==> config.mk <==
export PLATFORM = sky130hd
export DESIGN_NAME = fbab_cmd_fifo
export DESIGN_NICKNAME = d
export VERILOG_FILES = /design/src/hw/rtl/fbab_pkg.sv /design/src/hw/rtl/fbab_cmd_fifo.sv
export SDC_FILE = /design/constraint.sdc
export NUM_CORES = 1
export LEC_CHECK = 0
export BUFFER_PORTS_ARGS = -buffer_cell sky130_fd_sc_hd__buf_2
export CAP_MARGIN = 20
export CORE_ASPECT_RATIO = 1.5
export CORE_MARGIN = 4
export CORE_UTILIZATION = 59
export CTS_BUF_LIST = sky130_fd_sc_hd__clkbuf_4
export CTS_CLUSTER_DIAMETER = 80
export DETAILED_ROUTE_END_ITERATION = 8
export HOLD_SLACK_MARGIN = 0.06
export PLACE_DENSITY = 0.82
export SLEW_MARGIN = 20
export SYNTH_ARGS = -nofsm -noshare
export SYNTH_HDL_FRONTEND = slang
export SYNTH_SLANG_ARGS = --single-unit
==> constraint.sdc <==
create_clock -name clk_i -period 2.85 [get_ports clk_i]
set_input_delay 0.285 -clock clk_i [delete_from_list [all_inputs] [get_ports clk_i]]
set_output_delay 0.285 -clock clk_i [all_outputs]
set_load 0.1 [all_outputs]
==> src/hw/rtl/fbab_pkg.sv <==
// ----------------------------------------------------------------------------
// fbab_pkg
// Shared types and constants of the alpha-blending frame store.
// ----------------------------------------------------------------------------
package fbab_pkg;

  // Frame geometry
  localparam int Width  = 1024;
  localparam int Height = 768;
  localparam int Depth  = Width * Height;
  localparam int AddrW  = $clog2(Depth);

  // Command queue between front and back
  localparam int QDepth = 4;
  localparam int QPtrW  = (QDepth > 1) ? $clog2(QDepth) : 1;
  localparam int QCntW  = $clog2(QDepth + 1);

  // Fully opaque and fully transparent alpha
  localparam logic [7:0] AlphaFull = 8'hFF;
  localparam logic [7:0] AlphaNone = 8'h00;

  // Input op codes
  localparam logic OpDraw = 1'b0;
  localparam logic OpRead = 1'b1;

  // Input beat
  typedef struct packed {
    logic        op;
    logic [11:0] x_pos;
    logic [11:0] y_pos;
    logic [7:0]  src_red;
    logic [7:0]  src_green;
    logic [7:0]  src_blue;
    logic [7:0]  src_alpha;
  } fbab_in_t;

  // Result beat
  typedef struct packed {
    logic [7:0] pixel_red;
    logic [7:0] pixel_green;
    logic [7:0] pixel_blue;
    logic       in_frame;
  } fbab_out_t;

  // Classified command kinds
  typedef enum logic [1:0] {
    CMD_WRITE = 2'd0,
    CMD_BLEND = 2'd1,
    CMD_READ  = 2'd2,
    CMD_MISS  = 2'd3
  } fbab_kind_e;

  // Queue entry
  typedef struct packed {
    fbab_kind_e       kind;
    logic [AddrW-1:0] addr;
    logic [7:0]       red;
    logic [7:0]       green;
    logic [7:0]       blue;
    logic [7:0]       alpha;
  } fbab_cmd_t;

  // Queue status seen by the producer and consumer
  typedef struct packed {
    logic full;
    logic empty;
  } fbab_qstat_t;

endpackage

==> src/hw/rtl/fbab_cmd_fifo.sv <==
// ----------------------------------------------------------------------------
// fbab_cmd_fifo
// Short command queue that decouples the front from the back.
// ----------------------------------------------------------------------------
module fbab_cmd_fifo import fbab_pkg::*; (
  input  logic        clk_i,
  input  logic        rst_ni,
  input  logic        push_i,
  input  fbab_cmd_t   cmd_i,
  input  logic        pop_i,
  output fbab_cmd_t   cmd_o,
  output fbab_qstat_t stat_o
);

  fbab_cmd_t        slot_q [QDepth];
  logic [QPtrW-1:0] wr_ptr_q, wr_ptr_d;
  logic [QPtrW-1:0] rd_ptr_q, rd_ptr_d;
  logic [QCntW-1:0] cnt_q, cnt_d;
  logic             do_push, do_pop;

  assign stat_o.full  = (cnt_q == QCntW'(QDepth));
  assign stat_o.empty = (cnt_q == '0);
  assign do_push      = push_i && !stat_o.full;
  assign do_pop       = pop_i && !stat_o.empty;
  assign cmd_o        = slot_q[rd_ptr_q];

  // Pointer and count update
  always_comb begin
    wr_ptr_d = wr_ptr_q;
    rd_ptr_d = rd_ptr_q;
    cnt_d    = cnt_q;
    if (do_push) begin
      wr_ptr_d = (wr_ptr_q == QPtrW'(QDepth - 1)) ? '0 : wr_ptr_q + 1'b1;
    end
    if (do_pop) begin
      rd_ptr_d = (rd_ptr_q == QPtrW'(QDepth - 1)) ? '0 : rd_ptr_q + 1'b1;
    end
    if (do_push && !do_pop) begin
      cnt_d = cnt_q + 1'b1;
    end else if (do_pop && !do_push) begin
      cnt_d = cnt_q - 1'b1;
    end
  end

  always_ff @(posedge clk_i or negedge rst_ni) begin
    if (!rst_ni) begin
      wr_ptr_q <= '0;
      rd_ptr_q <= '0;
      cnt_q    <= '0;
    end else begin
      wr_ptr_q <= wr_ptr_d;
      rd_ptr_q <= rd_ptr_d;
      cnt_q    <= cnt_d;
    end
  end

  // Storage
  always_ff @(posedge clk_i) begin
    if (do_push) begin
      slot_q[wr_ptr_q] <= cmd_i;
    end
  end

endmodule

; Yosys cells after proc, flatten, opt, wreduce, memory -nomap -nowiden
; Memory sizes are Yosys's and may differ from the RTL's.
; Index checks and enable logic that the tools add are counted.
[word_totals]
ff_bits = 7
mem_bits_rw = 216
output_inout_bits = 56
mem_count = 1
[mem_list]
columns = name, depth, width, rd, rd_clocked_by_memory_dff, write_ports, line_no
row1 = slot_q, 4, 54, 1, 0, 1, fbab_cmd_fifo.sv:15  ; fbab_cmd_t slot_q [QDepth];
[classes]
add_sub_neg = 4
eq_ne = 3
n_mux = 6
reduce_logical = 10
[op_table]
columns = op, n
row1 = two-way mux 3 bit, 2
row2 = "adder 2 x 1 -> 2 bit, second input constant", 2
row3 = "== test 2 bit, second input constant", 2
row4 = logical AND 1 bit, 4
row5 = zero test 1 bit, 4
row6 = two-way mux 2 bit, 2
row7 = "adder 3 x 1 -> 3 bit, second input constant", 1
row8 = "== test 3 bit, second input constant", 1
row9 = zero test 3 bit, 1
row10 = "subtractor 3 x 1 -> 3 bit, second input constant", 1
row11 = two-way mux 1 bit, 2
row12 = nonzero test 2 bit, 1

; Longest topological paths before layout
; Gate-level depths: netlist (run 1).
[depth]
word_depth = 7
ltp_mapped = 9
mapped_depth_nobuf = 8

; Worst setup path before layout (run 1)
; OpenSTA, ideal clock, no wires.
[synth_path]
path_type = register to register
startpoint = register cnt_q[0]
endpoint = memory slot_q[0][0] (netlist bit), enable pin
arrival_time_ps = 2737
t_required_ps = 2347
setup_slack_ps = -390
path_stages_with_launch = 5
n_path_buf = 1
period_less_slack_ps = 3240
cell_sequence = dfrtp_1 nor3b_2 nor2b_1 buf_2 and2_1
[synth_rtl]
columns = element, line_no
row1 = "start, declared", fbab_cmd_fifo.sv:18  ; logic [QCntW-1:0] cnt_q, cnt_d;
row2 = "start signal, assigned", fbab_cmd_fifo.sv:53  ; cnt_q <= cnt_d;
row3 = "end, declared", fbab_cmd_fifo.sv:15

==> results.json, run 1 <==
{
  "cap_viol_max_count": 0,
  "viasPerCell": 5.59,
  "pin_count": 114,
  "antenna_found_initial": 1,
  "cts_root_buf": "clkbuf_4",
  "num_vias": 4078,
  "cp-end-kind": "output port",
  "nFillCells": 754,
  "yosysSeqAreaShare_pct": 80.9,
  "die_area_um2": 16000,
  "worst_slew_pin_slew_ns": 0.567,
  "critPathMaxFanout": 15,
  "gp_congestion": 0.728,
  "wl_um": 15300,
  "drc_errors": 0,
  "synthDistinctLibCells": 20,
  "relSlewSlack_pct": 62.2,
  "wire_per_inst_um": 21.0,
  "final_common_cell": "edfxtp_1",
  "die_w_um": 104,
  "period_share_pct": 93.3,
  "clock_sinks": 223,
  "skew_ns": 0.0261,
  "hold_class": "input pin to register",
  "clk_pin_slew_ns": 0.07,
  "start_util_pct": 60.6,
  "ant_nets": 0,
  "synth_enable_flop_cells": 216,
  "syn-instance-count": 319,
  "track_usage_pct": 20.1,
  "cts_buffers": 47,
  "synthArstFlopShare_pct": 3.14,
  "fin_nets": 601,
  "pre_cts_ws_ns": 0.596,
  "max_stage_delay_ns": 0.66,
  "port-buffer-count": 113,
  "syn_area_per_cell_um2": 25.8,
  "drtIter0Drc": 256,
  "setup_viol": 0,
  "die_h_um": 153,
  "grt_pass1_vias": 4627,
  "final_cell_mix": "216 x edfxtp_1, 113 x buf_2, 68 x clkbuf_4, 57 x dlygate4sd3_1, 54 x mux4_2",
  "max_freq_ghz": 0.376,
  "grt_pass1_wl_um": 24700,
  "area_delta_synth_final_pct": 24.3,
  "min_period_ns": 2.66,
  "path_class": "register to output port",
  "dp.cells": 591,
  "rsz0062_at_grt": "false",
  "crit_arrival_ns": 2.37,
  "syn_area_um2": 8240,
  "clockBufferDepth": 3,
  "drive_above_1_share_pct": 46.4,
  "ys_warn_count": 0,
  "fin_util_pct": 75.3,
  "cp_slowest_cell": "dfrtp_4",
  "htreeDepth": 2,
  "cp.required_ns": 2.57,
  "cts_tree": "yes",
  "synth-seq-cells": 223,
  "final_cells": 730,
  "cp_cell_sequence": "buf_4 -> mux4_2 -> buf_2",
  "insertion_delay_ns": 0.59,
  "setup_slack_ns": 0.190,
  "gr-total-overflow": 0,
  "startpoint_type": "register",
  "coreArea_um2": 13600,
  "seqCellArea_um2": 6670,
  "cts_resized": 0,
  "rows": 52,
  "hpwl_um": 8940,
  "finalHoldViolations": 0,
  "syn-num-nets": 384,
  "fin_setup_tns_ns": 0,
  "status": "finished, final reports clean",
  "dr.pass1.iters": 4,
  "grt_max_degree": 49,
  "synthFlopType": "edfxtp_1",
  "multi_input_area_um2": 1480,
  "maxSlewViolCount": 0
}
[flip-flops by register name (all words and copies together), names as in the netlist]
register	count
cnt_q	3
rd_ptr_q	2
slot_q	216
wr_ptr_q	2
[through the flow]
step | hold WS [ns] | cell area [um^2]
floorplan | -0.0106 | 8240
global placement | 0.128 | 9080
detailed placement | 0.138 | 9080
CTS | 0.188 | 10200
global route | 0.239 | 10200
finish | 0.235 | 10200
[logic make-up (layout without fill, tap and decap cells)]
| family | Yosys count | after routing | share of synthesized area, % |
|---|---|---|---|
| simple gates | 10 | 10 | 0.744 |
| xor+xnor | 3 | 3 | 0.319 |
| mux | 58 | 58 | 15.4 |
| other cells | 0 | 1 | 0 |
| buf+inv | 16 | 264 | 1.26 |
| compound gates | 2 | 2 | 0.243 |
| fa+ha+maj | 7 | 7 | 1.15 |
| flops | 223 | 223 | 80.9 |
[area by class of cell]
cell class / count / area share, %
clock inverter: 12 / 0.464
multi-input combinational: 80 / 14.5
clock buffer: 68 / 4.99
sequential: 223 / 65.1
antenna: 1 / 0.0244
tap: 162 / 1.98
inverter: 3 / 0.110
timing repair buffer: 181 / 12.8
[timing repair]
item | CTS | global route
buffers inserted | 1 | 0
endpoints found under the setup margin | 15 | 0
hold buffers | 57 | 0
endpoints found under the hold margin | 224 | 0
[Yosys cell counts, drive strengths merged (2+ instances only)]
cell	count	share of area, %
inv	3	0.14
xor2	2	0.21
edfxtp	216	79
and2	4	0.30
mux2	4	0.64
ha	6	0.91
mux4	54	15
nor3	2	0.12
buf	13	1.1
dfrtp	7	2.1
nor2	2	0.091
[layer usage]
layer | up-vias | GRT usage [%] | part of all wire, %
li1 | 1826 | - | -
met1 | 2064 | 24.4 | 36
met2 | 154 | 34.3 | 55
met3 | 34 | 4.07 | 5.2
met4 | 0 | 10.3 | 3.5
met5 | - | 0 | 0
[critical path: cells and delay by family, from the launching register on]
family	cells	cell delay, ns
multiplexers	1	0.53
flip-flops	1	0.66
buffers and inverters	2	0.60
[path summary, 6_finish.rpt]
check                                        startpoint                       to  cells after the start  slack [ns]
worst max-delay path            rd_ptr_q[0]$_DFFE_PN0P_                cmd_o[17]                      3        0.19
worst min-delay path                             push_i  wr_ptr_q[0]$_DFFE_PN0P_                      4        0.23
worst max register to register     cnt_q[0]$_DFFE_PN0P_     cnt_q[2]$_DFFE_PN0P_                      7        0.65
worst min register to register     cnt_q[2]$_DFFE_PN0P_     cnt_q[2]$_DFFE_PN0P_                      1        0.56
max in group asynchronous                        rst_ni  rd_ptr_q[1]$_DFFE_PN0P_                      3        1.82
min in group asynchronous                        rst_ni  rd_ptr_q[0]$_DFFE_PN0P_                      3        0.72
Power of run 1 is not shown: default switching activity piles up to over one toggle a cycle in this logic, so the estimate is an artifact.
==> inputs of run 2 (changes only) <==
==> constraint.sdc (replaced) <==
create_clock -name clk_i -period 2.85 [get_ports clk_i]
set_input_delay 0 -clock clk_i [delete_from_list [all_inputs] [get_ports clk_i]]
set_output_delay 0 -clock clk_i [all_outputs]
set_load 0.1 [all_outputs]
==> results.json, run 2 (synthesized netlist as in run 1, its figures left out) <==
{
  "largest_reg_flops": 216,
  "setup_slack_ns": 0.257,
  "start_util_pct": 60.6,
  "worst_slew_pin_slew_ns": 0.553,
  "critPathMaxFanout": 31,
  "rsz0062_at_grt": "false",
  "gp_congestion": 0.714,
  "cp_slowest_cell": "dfrtp_4",
  "grt_pass1_vias": 4671,
  "grt_pass1_wl_um": 24000,
  "skew_ns": 0.0285,
  "fin_setup_tns_ns": 0,
  "drive_above_1_share_pct": 46.5,
  "status": "finished, final reports clean",
  "insertion_delay_ns": 0.59,
  "cp.buffers_inverters": 2,
  "port-buffer-count": 113,
  "drc_errors": 0,
  "reg_top3": "slot_q: 216 flops, cnt_q: 3 flops",
  "wire_per_inst_um": 20.3,
  "nFillCells": 730,
  "area_delta_synth_final_pct": 24.4,
  "hpwl_um": 8830,
  "pin_count": 114,
  "fin_nets": 600,
  "viasPerCell": 5.53,
  "min_period_ns": 2.59,
  "die_h_um": 153,
  "antenna_found_initial": 2,
  "die_w_um": 104,
  "crit_arrival_ns": 2.59,
  "finalHoldViolations": 0,
  "wl_um": 14900,
  "clk_pin_slew_ns": 0.07,
  "setup_viol": 0,
  "cts_tree": "yes",
  "max_stage_delay_ns": 0.78,
  "pre_cts_ws_ns": 0.652,
  "gr-total-overflow": 0,
  "drtIter0Drc": 235,
  "cts_resized": 0,
  "cpLargestDelayFamily": "flip-flops",
  "period_share_pct": 91.0,
  "postCtsSetupRepairBufs": 0,
  "seqCellArea_um2": 6670,
  "largest_register": "slot_q",
  "final_cell_mix": "216 x edfxtp_1, 113 x buf_2, 75 x clkbuf_4, 58 x dlygate4sd3_1, 54 x mux4_2",
  "htreeDepth": 2,
  "cts_buffers": 49,
  "rows": 52,
  "startpoint_type": "register",
  "die_area_um2": 16000,
  "maxSlewViolCount": 0,
  "cp_cell_sequence": "buf_12 -> mux4_2 -> buf_2",
  "path_class": "register to output port",
  "multi_input_area_um2": 1480,
  "coreArea_um2": 13600,
  "dr.pass1.iters": 4,
  "grt_max_degree": 50,
  "max_freq_ghz": 0.386,
  "relSlewSlack_pct": 63.1,
  "cap_viol_max_count": 0,
  "track_usage_pct": 19.5,
  "cp.required_ns": 2.85,
  "ant_nets": 0,
  "num_vias": 4061,
  "cp-end-kind": "output port",
  "hold_ws_ns": 0.159,
  "clockBufferDepth": 3,
  "hold_class": "input pin to register",
  "cts_root_buf": "clkbuf_4",
  "clock_sinks": 223,
  "final_common_cell": "edfxtp_1"
}
[run 2: cell count changes in the layout (fill, tap and decap cells not counted), sizes merged]
| cell | delta |
|---|---|
| inv | -1 |
| diode | +1 |
| dlygate4sd3 | +1 |
| buf | -4 |
| clkbuf | +7 |
[run 2: worst paths after layout]
kind	from	end	slack, ns	cells past startpoint
worst min-delay path	cmd_i[32]	slot_q[0][32]$_DFFE_PP_	0.16	2
worst max register to register	cnt_q[2]$_DFFE_PN0P_	cnt_q[2]$_DFFE_PN0P_	0.63	8
max in group asynchronous	rst_ni	rd_ptr_q[0]$_DFFE_PN0P_	2.20	3
worst min register to register	cnt_q[2]$_DFFE_PN0P_	cnt_q[2]$_DFFE_PN0P_	0.55	1
worst max-delay path	rd_ptr_q[0]$_DFFE_PN0P_	cmd_o[20]	0.26	3
min in group asynchronous	rst_ni	cnt_q[0]$_DFFE_PN0P_	0.36	3
[run 2: stage by stage]
| step | util, % | instances | cell area [um^2] |
|---|---|---|---|
| floorplan | - | 319 | 8240 |
| global placement | 66.6 | 588 | 9060 |
| detailed placement | 66.6 | 588 | 9060 |
| CTS | 75.3 | 732 | 10200 |
| global route | 75.4 | 734 | 10200 |
| finish | 75.4 | 734 | 10200 |
[run 2: what timing repair did]
action / in CTS / in global routing
hold buffers: 58 / 0
endpoints found under the setup margin: 0 / 0
hold endpoints to repair: 230 / 0
[run 2: worst reg2reg max path: cells and delay by family (launching register included)]
family	cells	cell delay, ns
simple gates	3	0.68
fa+ha+maj	2	0.65
flops	1	0.43
xor+xnor	2	0.32
buf+inv	1	0.07
[run 2: final cells by class]
cell class                      count  area share [%]
Timing Repair Buffer              178            12.4
Inverter                            3           0.110
Antenna cell                        2          0.0488
Tap cell                          162            1.98
Sequential cell                   223            65.0
Multi-Input combinational cell     80            14.5
Clock inverter                     11           0.427
Clock buffer                       75            5.49
[run 2: per-layer routing]
layer | part of all wire (%) | track usage [%]
met4 | 2.5 | 9.89
met5 | 0 | 0
met2 | 57 | 34.4
met3 | 5.5 | 4.15
met1 | 35 | 22.6
Power of run 2 is left out for the same reason.
