--- config.mk ---
export PLATFORM = sky130hd
export DESIGN_NAME = fbab_front
export DESIGN_NICKNAME = d
export VERILOG_FILES = /design/src/hw/rtl/fbab_pkg.sv /design/src/hw/rtl/fbab_front.sv
export SDC_FILE = /design/constraint.sdc
export NUM_CORES = 1
export LEC_CHECK = 0
export BUFFER_PORTS_ARGS = -buffer_cell sky130_fd_sc_hd__buf_2
export CORE_MARGIN = 2
export CORE_UTILIZATION = 28
export DETAILED_ROUTE_END_ITERATION = 7
export GPL_TIMING_DRIVEN = 0
export PLACE_DENSITY = 0.92
export SLEW_MARGIN = 20
export SYNTH_ARGS = -nofsm -noshare
export SYNTH_HDL_FRONTEND = slang
export SYNTH_SLANG_ARGS = --single-unit
--- constraint.sdc ---
create_clock -name vclk -period 3.2
set_clock_uncertainty 0.05 [all_clocks]
set_input_delay 0.64 -clock vclk [all_inputs]
set_output_delay 0.64 -clock vclk [all_outputs]
set_load 0.03 [all_outputs]
--- src/hw/rtl/fbab_pkg.sv ---
// ----------------------------------------------------------------------------
// fbab_pkg
// Shared types and constants of the alpha-blending frame store.
// ----------------------------------------------------------------------------
package fbab_pkg;

  // Frame geometry
  localparam int Width  = 1024;
  localparam int Height = 768;
  localparam int Depth  = Width * Height;
  localparam int AddrW  = $clog2(Depth);

  // Command queue between front and back
  localparam int QDepth = 4;
  localparam int QPtrW  = (QDepth > 1) ? $clog2(QDepth) : 1;
  localparam int QCntW  = $clog2(QDepth + 1);

  // Fully opaque and fully transparent alpha
  localparam logic [7:0] AlphaFull = 8'hFF;
  localparam logic [7:0] AlphaNone = 8'h00;

  // Input op codes
  localparam logic OpDraw = 1'b0;
  localparam logic OpRead = 1'b1;

  // Input beat
  typedef struct packed {
    logic        op;
    logic [11:0] x_pos;
    logic [11:0] y_pos;
    logic [7:0]  src_red;
    logic [7:0]  src_green;
    logic [7:0]  src_blue;
    logic [7:0]  src_alpha;
  } fbab_in_t;

  // Result beat
  typedef struct packed {
    logic [7:0] pixel_red;
    logic [7:0] pixel_green;
    logic [7:0] pixel_blue;
    logic       in_frame;
  } fbab_out_t;

  // Classified command kinds
  typedef enum logic [1:0] {
    CMD_WRITE = 2'd0,
    CMD_BLEND = 2'd1,
    CMD_READ  = 2'd2,
    CMD_MISS  = 2'd3
  } fbab_kind_e;

  // Queue entry
  typedef struct packed {
    fbab_kind_e       kind;
    logic [AddrW-1:0] addr;
    logic [7:0]       red;
    logic [7:0]       green;
    logic [7:0]       blue;
    logic [7:0]       alpha;
  } fbab_cmd_t;

  // Queue status seen by the producer and consumer
  typedef struct packed {
    logic full;
    logic empty;
  } fbab_qstat_t;

endpackage

--- src/hw/rtl/fbab_front.sv ---
// ----------------------------------------------------------------------------
// fbab_front
// Accepts input beats, checks bounds and alpha, and turns each beat into a
// queue command. Skipped draws are dropped here.
// ----------------------------------------------------------------------------
module fbab_front import fbab_pkg::*; (
  input  logic        clk_i,
  input  logic        rst_ni,
  input  logic        push_i,
  input  fbab_in_t    in_data_i,
  output logic        full_o,
  input  fbab_qstat_t q_stat_i,
  output logic        q_push_o,
  output fbab_cmd_t   q_cmd_o
);

  logic accept;
  logic in_bounds;
  logic keep;

  assign full_o = q_stat_i.full;
  assign accept = push_i && !q_stat_i.full;

  // Bounds check, linear address and classification
  always_comb begin
    in_bounds = (int'(in_data_i.x_pos) < Width) && (int'(in_data_i.y_pos) < Height);
    q_cmd_o.addr  = AddrW'(int'(in_data_i.y_pos) * Width + int'(in_data_i.x_pos));
    q_cmd_o.red   = in_data_i.src_red;
    q_cmd_o.green = in_data_i.src_green;
    q_cmd_o.blue  = in_data_i.src_blue;
    q_cmd_o.alpha = in_data_i.src_alpha;
    keep          = 1'b1;
    if (in_data_i.op == OpRead) begin
      q_cmd_o.kind = in_bounds ? CMD_READ : CMD_MISS;
    end else if (in_data_i.src_alpha == AlphaFull) begin
      q_cmd_o.kind = CMD_WRITE;
      keep         = in_bounds;
    end else begin
      q_cmd_o.kind = CMD_BLEND;
      keep         = in_bounds && (in_data_i.src_alpha != AlphaNone);
    end
  end

  assign q_push_o = accept && keep;

  // A push never meets a full queue
  assert property (@(posedge clk_i) disable iff (!rst_ni)
    q_push_o |-> !q_stat_i.full)
    else $error("front pushed into a full queue");

  // Skipped draws never reach the queue
  assert property (@(posedge clk_i) disable iff (!rst_ni)
    (accept && in_data_i.op == OpDraw && in_data_i.src_alpha == AlphaNone) |-> !q_push_o)
    else $error("zero-alpha draw was queued");

  // Every accepted read is queued
  assert property (@(posedge clk_i) disable iff (!rst_ni)
    (accept && in_data_i.op == OpRead) |-> q_push_o)
    else $error("read beat was dropped");

endmodule

Word level (Yosys, flattened, before mapping)

Index checks and enable logic that the tools add are counted.

Register bits after elaboration: 0
Word-level logic and storage cells: 15

Reductions and logical operators: 6
Multiplexer cells: 5
$lt $le $gt $ge: 2
$add $sub $neg: 1
Equal/unequal tests: 1

Operators by type and width:

| operator             | count |
|---|---|
| $add 20x12->20       | 1 |
| $lt 12x10->1 const B | 1 |
| $lt 12x11->1 const B | 1 |
| $eq 8x8->1 const B   | 1 |
| $reduce_bool 8->1    | 1 |
| $logic_and 1x1->1    | 4 |
| $mux 1               | 4 |
| $mux 2               | 1 |
| $logic_not 1->1      | 1 |

Depth between registers and ports, before layout

Gate-level depths: netlist (run 1).

Word-level depth: 6
Gate-level depth with buffers: 5
Gate-level depth less buffers: 5

Least setup slack after synthesis (run 1)

OpenSTA, ideal clock, no wires.

Kind: input to output
Start: input in_data_i[32] (netlist bit)
End: output q_cmd_o[50] (netlist bit)
Stages on the path: 5
Buffers on the path: 0
Path slack: 605 ps
Arrival time: 1905 ps
Path through: ha_1 > fa_1 > nand4_1 > nor2_1 > xor2_1

RTL lines:

| what               | RTL line         | text |
|---|---|---|
| start: declaration | fbab_front.sv:10 | `input fbab_in_t in_data_i,` |
| end: declaration   | fbab_front.sv:14 | `output fbab_cmd_t q_cmd_o` |

==> flow_summary.yaml, run 1 <==
status:
  status: "complete, no violations"
detailed_routing:
  drt_iter0_drc: 2
  drcViolationCount: 0
  first_pass_iters: 2
  vias: 751
  routed_via_density: 4.04
  postRouteAntennaNets: 0
  totalWireLength_um: 1580
  routedWlPerCell_um: 8.52
die:
  coreArea_um2: 1980
  design.die.area_um2: 2510
  fp.dieH_um: 50.1
  start_util_pct: 30.0
  io_pins: 118
  rows: 16
  die_w_um: 50.1
clocking:
  ctsResizeCount: 0
  ctsHoldBuffers: 0
  cts_setup_buffers: 0
layout:
  regArea_um2: 0
  area.growth.synth_to_final_pct: 73.9
  fin_nets: 226
  seq_cell_count: 0
  drive_gt1_share_pct: 81.1
  finish.utilization_pct: 52.1
  antenna_cells: 0
  nClkBuffers: 0
yosys:
  yosysTopAreaCellShare_pct: 55.6
  synth_area_um2: 594
  yosysSeqAreaShare_pct: 0
  syn-instance-count: 78
  yosys_warnings: 0
  yosysUniqueCellTypes: 19
  avgSynthCellArea_um2: 7.62
  synth_nets: 143
  yosysTopAreaCell: "buf_4"
  synthTopCellsByArea: "buf_4 56%, xor2_1 7.4%, xnor2_1 4.4%, ha_1 4.2%, fa_1 3.4%"
placed_design:
  dp_hpwl_um: 1550
  portBuffers: 81
  pre_cts_slack_ps: 564
  gp_congestion: 0.692
power:
  p_int_mw: 0.0815
  ir_drop_mv: 0.114
  p_switching_mw: 0.124
  power_density_nw_per_um2: 199
  p_seq_share_pct: 0
  p_clk_share_pct: 0
  pwr-share-comb_pct: 100.0
  switching_share_pct: 60.4
  finalPower_mw: 0.206
  power.leakage_nw: 0.617
sta:
  fin_crit_sh_pct: 82.1
  rsz0062_at_grt: "no"
  setup_ws_ps: 572
  tns_ps: 0
  slew_violations: 0
  setup_viol: 0
  relSlewSlack_pct: 77.9
  tightestPinTransition_ps: 327
  whs_ps: 1480
  hold_viol_final: 0
  fmax_ghz: 0.380
  fin_crit_ps: 2630
global_route:
  first_global_vias: 597
  grt_use_met2_pct: 21.5
  top_usage_layer: "met2"
  grt-ovfl-total: 0
  grt.met3_usage_pct: 1.21
  met1_usage_pct: 11.1
  antenna_found_initial: 0
  grt_max_degree: 6
  grt_pass1_wl_um: 2220
  grtUsageTotal_pct: 10.4
hold_path:
  min_path_type: "input pin to output pin"
worst_setup_path:
  crit_type: "input pin to output pin"
  setup.worst_path.start_class: "input pin"
  critPathArrivalTime_ps: 1940
  end_kind: "output pin"
  required_ps: 2510
  crit_fanout: 3
run:
  maxCapViolCount: 0
-- Yosys cell counts --
master   instances
nor2b_1          1
xnor2_1          3
nor2_1           3
nand3_1          4
xor2_1           5
nor4_1           2
inv_1            1
nor4b_1          1
a21oi_4          1
ha_1             2
a21oi_2          1
buf_4           44
a21oi_1          2
nand2_1          1
nor3_1           1
fa_1             1
nor3b_2          1
nand4_1          3
or4_4            1
-- per-layer routing --
metal,vias to the layer above,routed length (um)
met3,2,228
met2,57,845
met1,314,502
met5,-,0
met4,0,7
li1,378,-
-- final cells by class --
type / instances / area, um2
Fill cell: 219 / 948
Timing Repair Buffer: 81 / 405
Buffer: 44 / 330
Multi-Input combinational cell: 33 / 260
Tap cell: 27 / 33.8
Inverter: 1 / 3.75
-- per-stage QoR --
stage,cells,instance area (um2)
4_1_cts,186,1030
2_1_floorplan,78,594
5_1_grt,186,1030
3_5_place_dp,186,1030
3_3_place_gp,186,1030
6_report,186,1030
-- kinds of logic (layout without fill, tap and decap cells) --
family | after synthesis | in the layout | synth area share [%]
AOI/OAI and AO/OA | 4 | 4 | 5.90
xor gates and xnor gates | 8 | 8 | 11.8
adders and majority gates | 3 | 3 | 7.58
buffers and inverters | 45 | 126 | 56.2
and+or+nand+nor | 18 | 18 | 18.5
-- power groups by stage --
| stage | Clock [mW] | Combinational, mW | Sequential [mW] |
|---|---|---|---|
| global route | 0 | 0.218 | 0 |
| floorplan | 0 | 0.148 | 0 |
| finish | 0 | 0.206 | 0 |
| CTS | 0 | 0.208 | 0 |
| detailed placement | 0 | 0.207 | 0 |
| global placement | 0 | 0.205 | 0 |
-- layout by cell type (no fill, tap or decap) --
cell,instances
a21oi_1,2
a21oi_2,1
a21oi_4,1
buf_2,81
buf_4,44
fa_1,1
ha_1,2
inv_1,1
nand2_1,1
nand3_1,4
nand4_1,3
nor2_1,3
nor2b_1,1
nor3_1,1
nor3b_2,1
nor4_1,2
nor4b_1,1
or4_4,1
xnor2_1,3
xor2_1,5
-- worst max-delay path, stage by stage --
cell and delay [ps]:
buf_2 100, ha_1 220, fa_1 430, nand4_1 140
nor2_1 70, xor2_1 130, buf_2 210
-- worst paths after layout --
kind	start	to	cells past startpoint
setup / recovery	in_data_i[32]	q_cmd_o[48]	7
hold / removal	in_data_i[9]	q_cmd_o[9]	2
Power figures use the tool's default switching activity.
==> run 2, diff against run 1 <==
--- a/config.mk
+++ b/config.mk
@@ -7,10 +7,10 @@
 export LEC_CHECK = 0
 export BUFFER_PORTS_ARGS = -buffer_cell sky130_fd_sc_hd__buf_2
 export CORE_MARGIN = 2
-export CORE_UTILIZATION = 28
+export CORE_UTILIZATION = 24
 export DETAILED_ROUTE_END_ITERATION = 7
 export GPL_TIMING_DRIVEN = 0
-export PLACE_DENSITY = 0.92
+export PLACE_DENSITY = 0.84
 export SLEW_MARGIN = 20
 export SYNTH_ARGS = -nofsm -noshare
 export SYNTH_HDL_FRONTEND = slang
==> constraint.sdc (replaced) <==
create_clock -name vclk -period 2.2
set_clock_uncertainty 0.05 [all_clocks]
set_input_delay 0.44 -clock vclk [all_inputs]
set_output_delay 0.44 -clock vclk [all_outputs]
set_load 0.03 [all_outputs]
==> run 2 against run 1 <==
Against the previous run:
- non-clock buffer count increased by 1
- total power increased by 49%
- critical endpoint is now q_cmd_o[44]
- clock-buffer cell count unchanged
==> flow_summary.yaml, run 2 (synthesis results as in run 1) <==
sta:
  tightestPinTransition_ps: 254
  fmax_ghz: 0.470
  fin_crit_ps: 2130
  tns_ps: 0
  setup_ws_ps: 72.4
  setup_viol: 0
  slew_violations: 0
  relSlewSlack_pct: 82.9
  hold_viol_final: 0
  whs_ps: 1080
  rsz0062_at_grt: "yes"
  fin_crit_sh_pct: 96.7
global_route:
  grt-ovfl-total: 0
  antenna_found_initial: 0
  grt_pass1_wl_um: 2080
  grtUsageTotal_pct: 9.09
  first_global_vias: 591
  grt_max_degree: 6
placed_design:
  place_area_um2: 1040
  dp_cells: 189
  pre_cts_slack_ps: -15.6
  gp_congestion: 0.643
  dp_hpwl_um: 1600
  portBuffers: 81
die:
  coreArea_um2: 2410
  start_util_pct: 24.7
  design.die.area_um2: 2890
  io_pins: 118
  fp.dieH_um: 53.8
  rows: 18
  die_w_um: 53.8
layout:
  regArea_um2: 0
  nClkBuffers: 0
  finish.utilization_pct: 44.3
  seq_cell_count: 0
  fin_nets: 227
  antenna_cells: 0
  finalInstanceArea_um2: 1070
  final_cell_mix: "78 x buf_2, 48 x buf_4, 5 x xor2_1"
  final_common_cell: "buf_2"
  area.growth.synth_to_final_pct: 79.6
  fin_cells: 190
  drive_gt1_share_pct: 83.8
worst_setup_path:
  critPathTopFamily: "adder cells"
  cp_common_cell: "buf_2"
  critPathArrivalTime_ps: 1640
  critPathBufInv: 3
  cp_slowest_cell: "fa_2"
  setup.worst_path.start_class: "input pin"
  crit_fanout: 3
  required_ps: 1710
  crit_type: "input pin to output pin"
  end_kind: "output pin"
  path_cells: "buf_2, ha_2, fa_2, buf_4, xor2_1, buf_2"
  max_stage_delay_ps: 410
detailed_routing:
  vias: 761
  drcViolationCount: 0
  first_pass_iters: 4
  totalWireLength_um: 1670
  routedWlPerCell_um: 8.78
  routed_via_density: 4.01
  drt_iter0_drc: 7
  postRouteAntennaNets: 0
run:
  maxCapViolCount: 0
power:
  ir_drop_mv: 0.152
  finalPower_mw: 0.307
  power_density_nw_per_um2: 288
  power.leakage_nw: 0.623
hold_path:
  min_path_type: "input pin to output pin"
  hold_end: "q_cmd_o[27]"
  whs_path_depth: 2
  min_from: "in_data_i[27]"
status:
  status: "complete, no violations"
clocking:
  ctsHoldBuffers: 0
[run 2: where the power goes]
| group | internal (mW) | switching, mW |
|---|---|---|
| combinational | 0.124 | 0.184 |
| sequential | 0 | 0 |
| clock | 0 | 0 |
| total | 0.124 | 0.184 |
[run 2: worst max-delay path by stage]
stage | start | end | slack [ps] | depth (start not counted)
after floorplan | in_data_i[32] | q_cmd_o[50] | 5 | 5
after global placement | in_data_i[32] | q_cmd_o[50] | 9 | 7
after detailed placement | in_data_i[32] | q_cmd_o[48] | -20 | 7
after CTS | in_data_i[55] | q_push_o | 10 | 6
after global routing | in_data_i[54] | q_cmd_o[48] | -10 | 7
final | in_data_i[32] | q_cmd_o[44] | 70 | 6
[run 2: layout make-up]
class              instances  area (um2)
plain buffers             44         330
fillers                  267        1340
inverters                  1        3.75
multi-input cells         33         275
well taps                 30        37.5
repair buffers            82         420
[run 2: metal layers]
layer	vias up	global-route usage [%]	wire, um
met5	-	0	0
met1	319	8.77	471
met3	0	0	238
met2	61	21.3	960
met4	0	0	0
li1	381	-	-
[run 2: what timing repair did]
item                                    4_1_cts  5_1_grt
gates resized for setup                       3        5
setup buffers                                 0        1
pin swaps                                     0        4
endpoints found under the setup margin        2        4
gates cloned                                  0        0
==> run 3, diff against run 2 <==
==> constraint.sdc (replaced) <==
create_clock -name vclk -period 1.7
set_clock_uncertainty 0.05 [all_clocks]
set_input_delay 0.34 -clock vclk [all_inputs]
set_output_delay 0.34 -clock vclk [all_outputs]
set_load 0.03 [all_outputs]
==> run 3 against run 2 <==
Against the previous run:
- the run now ends with negative setup slack left
- utilization is 12 points higher
- global-route usage is 1.4 points higher
- final cell count grew 1.6%
- total power rose by 54%
- combinational power is 55% higher
- first-iteration DRC count fell by 57%
- die area did not move
- sequential share of layout area stayed put
- largest cell class unchanged
- largest power group unchanged
==> flow_summary.yaml, run 3 (synthesis results as in run 1) <==
worst_setup_path:
  critPathArrivalTime_ps: 1530
  setup.worst_path.start_class: "input pin"
  crit_type: "input pin to output pin"
  required_ps: 1310
  end_kind: "output pin"
  crit_fanout: 2
placed_design:
  gp_congestion: 0.622
  portBuffers: 81
  dp_hpwl_um: 1680
sta:
  tightestPinTransition_ps: 259
  fin_crit_ps: 1920
  fmax_ghz: 0.522
  fin_crit_sh_pct: 113
  relSlewSlack_pct: 82.6
  rsz0062_at_grt: "yes"
  setup_ws_ps: -215
  hold_viol_final: 0
  setup_viol: 8
  slew_violations: 0
status:
  status: "finished with violations"
  violations: "negative setup slack"
layout:
  drive_gt1_share_pct: 93.9
  seq_cell_count: 0
  area.growth.synth_to_final_pct: 129
  regArea_um2: 0
  final_common_cell: "buf_2"
  fin_nets: 230
  finish.utilization_pct: 56.5
  final_cell_mix: "65 x buf_2, 46 x buf_4, 15 x buf_6"
  nClkBuffers: 0
  antenna_cells: 0
global_route:
  antenna_found_initial: 0
  grtUsageTotal_pct: 10.5
  grt_pass1_wl_um: 2310
  first_global_vias: 640
  grt-ovfl-total: 0
  grt_max_degree: 6
detailed_routing:
  totalWireLength_um: 1820
  routed_via_density: 4.05
  drt_iter0_drc: 3
  postRouteAntennaNets: 0
  routedWlPerCell_um: 9.42
  first_pass_iters: 2
  vias: 782
  drcViolationCount: 0
die:
  design.die.area_um2: 2890
  die_w_um: 53.8
  rows: 18
  coreArea_um2: 2410
  start_util_pct: 24.7
  fp.dieH_um: 53.8
  io_pins: 118
power:
  ir_drop_mv: 0.241
  power.leakage_nw: 0.719
  finalPower_mw: 0.475
  power_density_nw_per_um2: 348
run:
  maxCapViolCount: 0
clocking:
  ctsHoldBuffers: 0
hold_path:
  whs_path_depth: 2
  min_path_type: "input pin to output pin"
## run 3: area by class of cell
| cell class | count | area [um2] |
|---|---|---|
| timing repair buffer | 85 | 554 |
| inverter | 1 | 3.75 |
| buffer | 44 | 330 |
| multi-input combinational | 33 | 437 |
| tap | 30 | 37.5 |
| fill | 240 | 1050 |
## run 3: per-layer routing
metal  track usage, %  wire length (um)  vias to the layer above
met5                0                 0                        -
met4                0                 0                        0
met3            0.278               243                        0
met2             27.8              1120                       61
met1             7.25               457                      339
li1                 -                 -                      382
## run 3: final timing paths
check / startpoint / to
setup / recovery: in_data_i[42] / q_push_o
hold / removal: in_data_i[25] / q_cmd_o[25]
## run 3: what timing repair did
action,4_1_cts,5_1_grt
resized for setup,36,4
endpoints found under the setup margin,11,10
pin swaps,13,3
setup buffers,4,0
## run 3: metrics by stage
step / setup slack (ps) / cells / setup TNS (ps) / hold WS [ps] / area (um2)
finish: -215 / 193 / -915 / 880 / 1360
global route: -256 / 193 / -1380 / 883 / 1360
global placement: -335 / 189 / -1610 / 881 / 1180
detailed placement: -339 / 189 / -1730 / 881 / 1180
floorplan: -110 / 78 / -299 / 676 / 736
CTS: -261 / 193 / -1020 / 881 / 1340
## run 3: report_power, final
| part | switching (mW) | total [mW] | leakage, nW | internal [mW] |
|---|---|---|---|---|
| Sequential | 0 | 0 | 0 | 0 |
| Clock | 0 | 0 | 0 | 0 |
| Combinational | 0.263 | 0.475 | 0.719 | 0.212 |
| Total | 0.263 | 0.475 | 0.719 | 0.212 |
## run 3: critical path: stages
cell and delay [ps]:
buf_6 90, or4_4 540, a21oi_4 150, a21oi_2 80, nor3b_4 170, buf_6 150
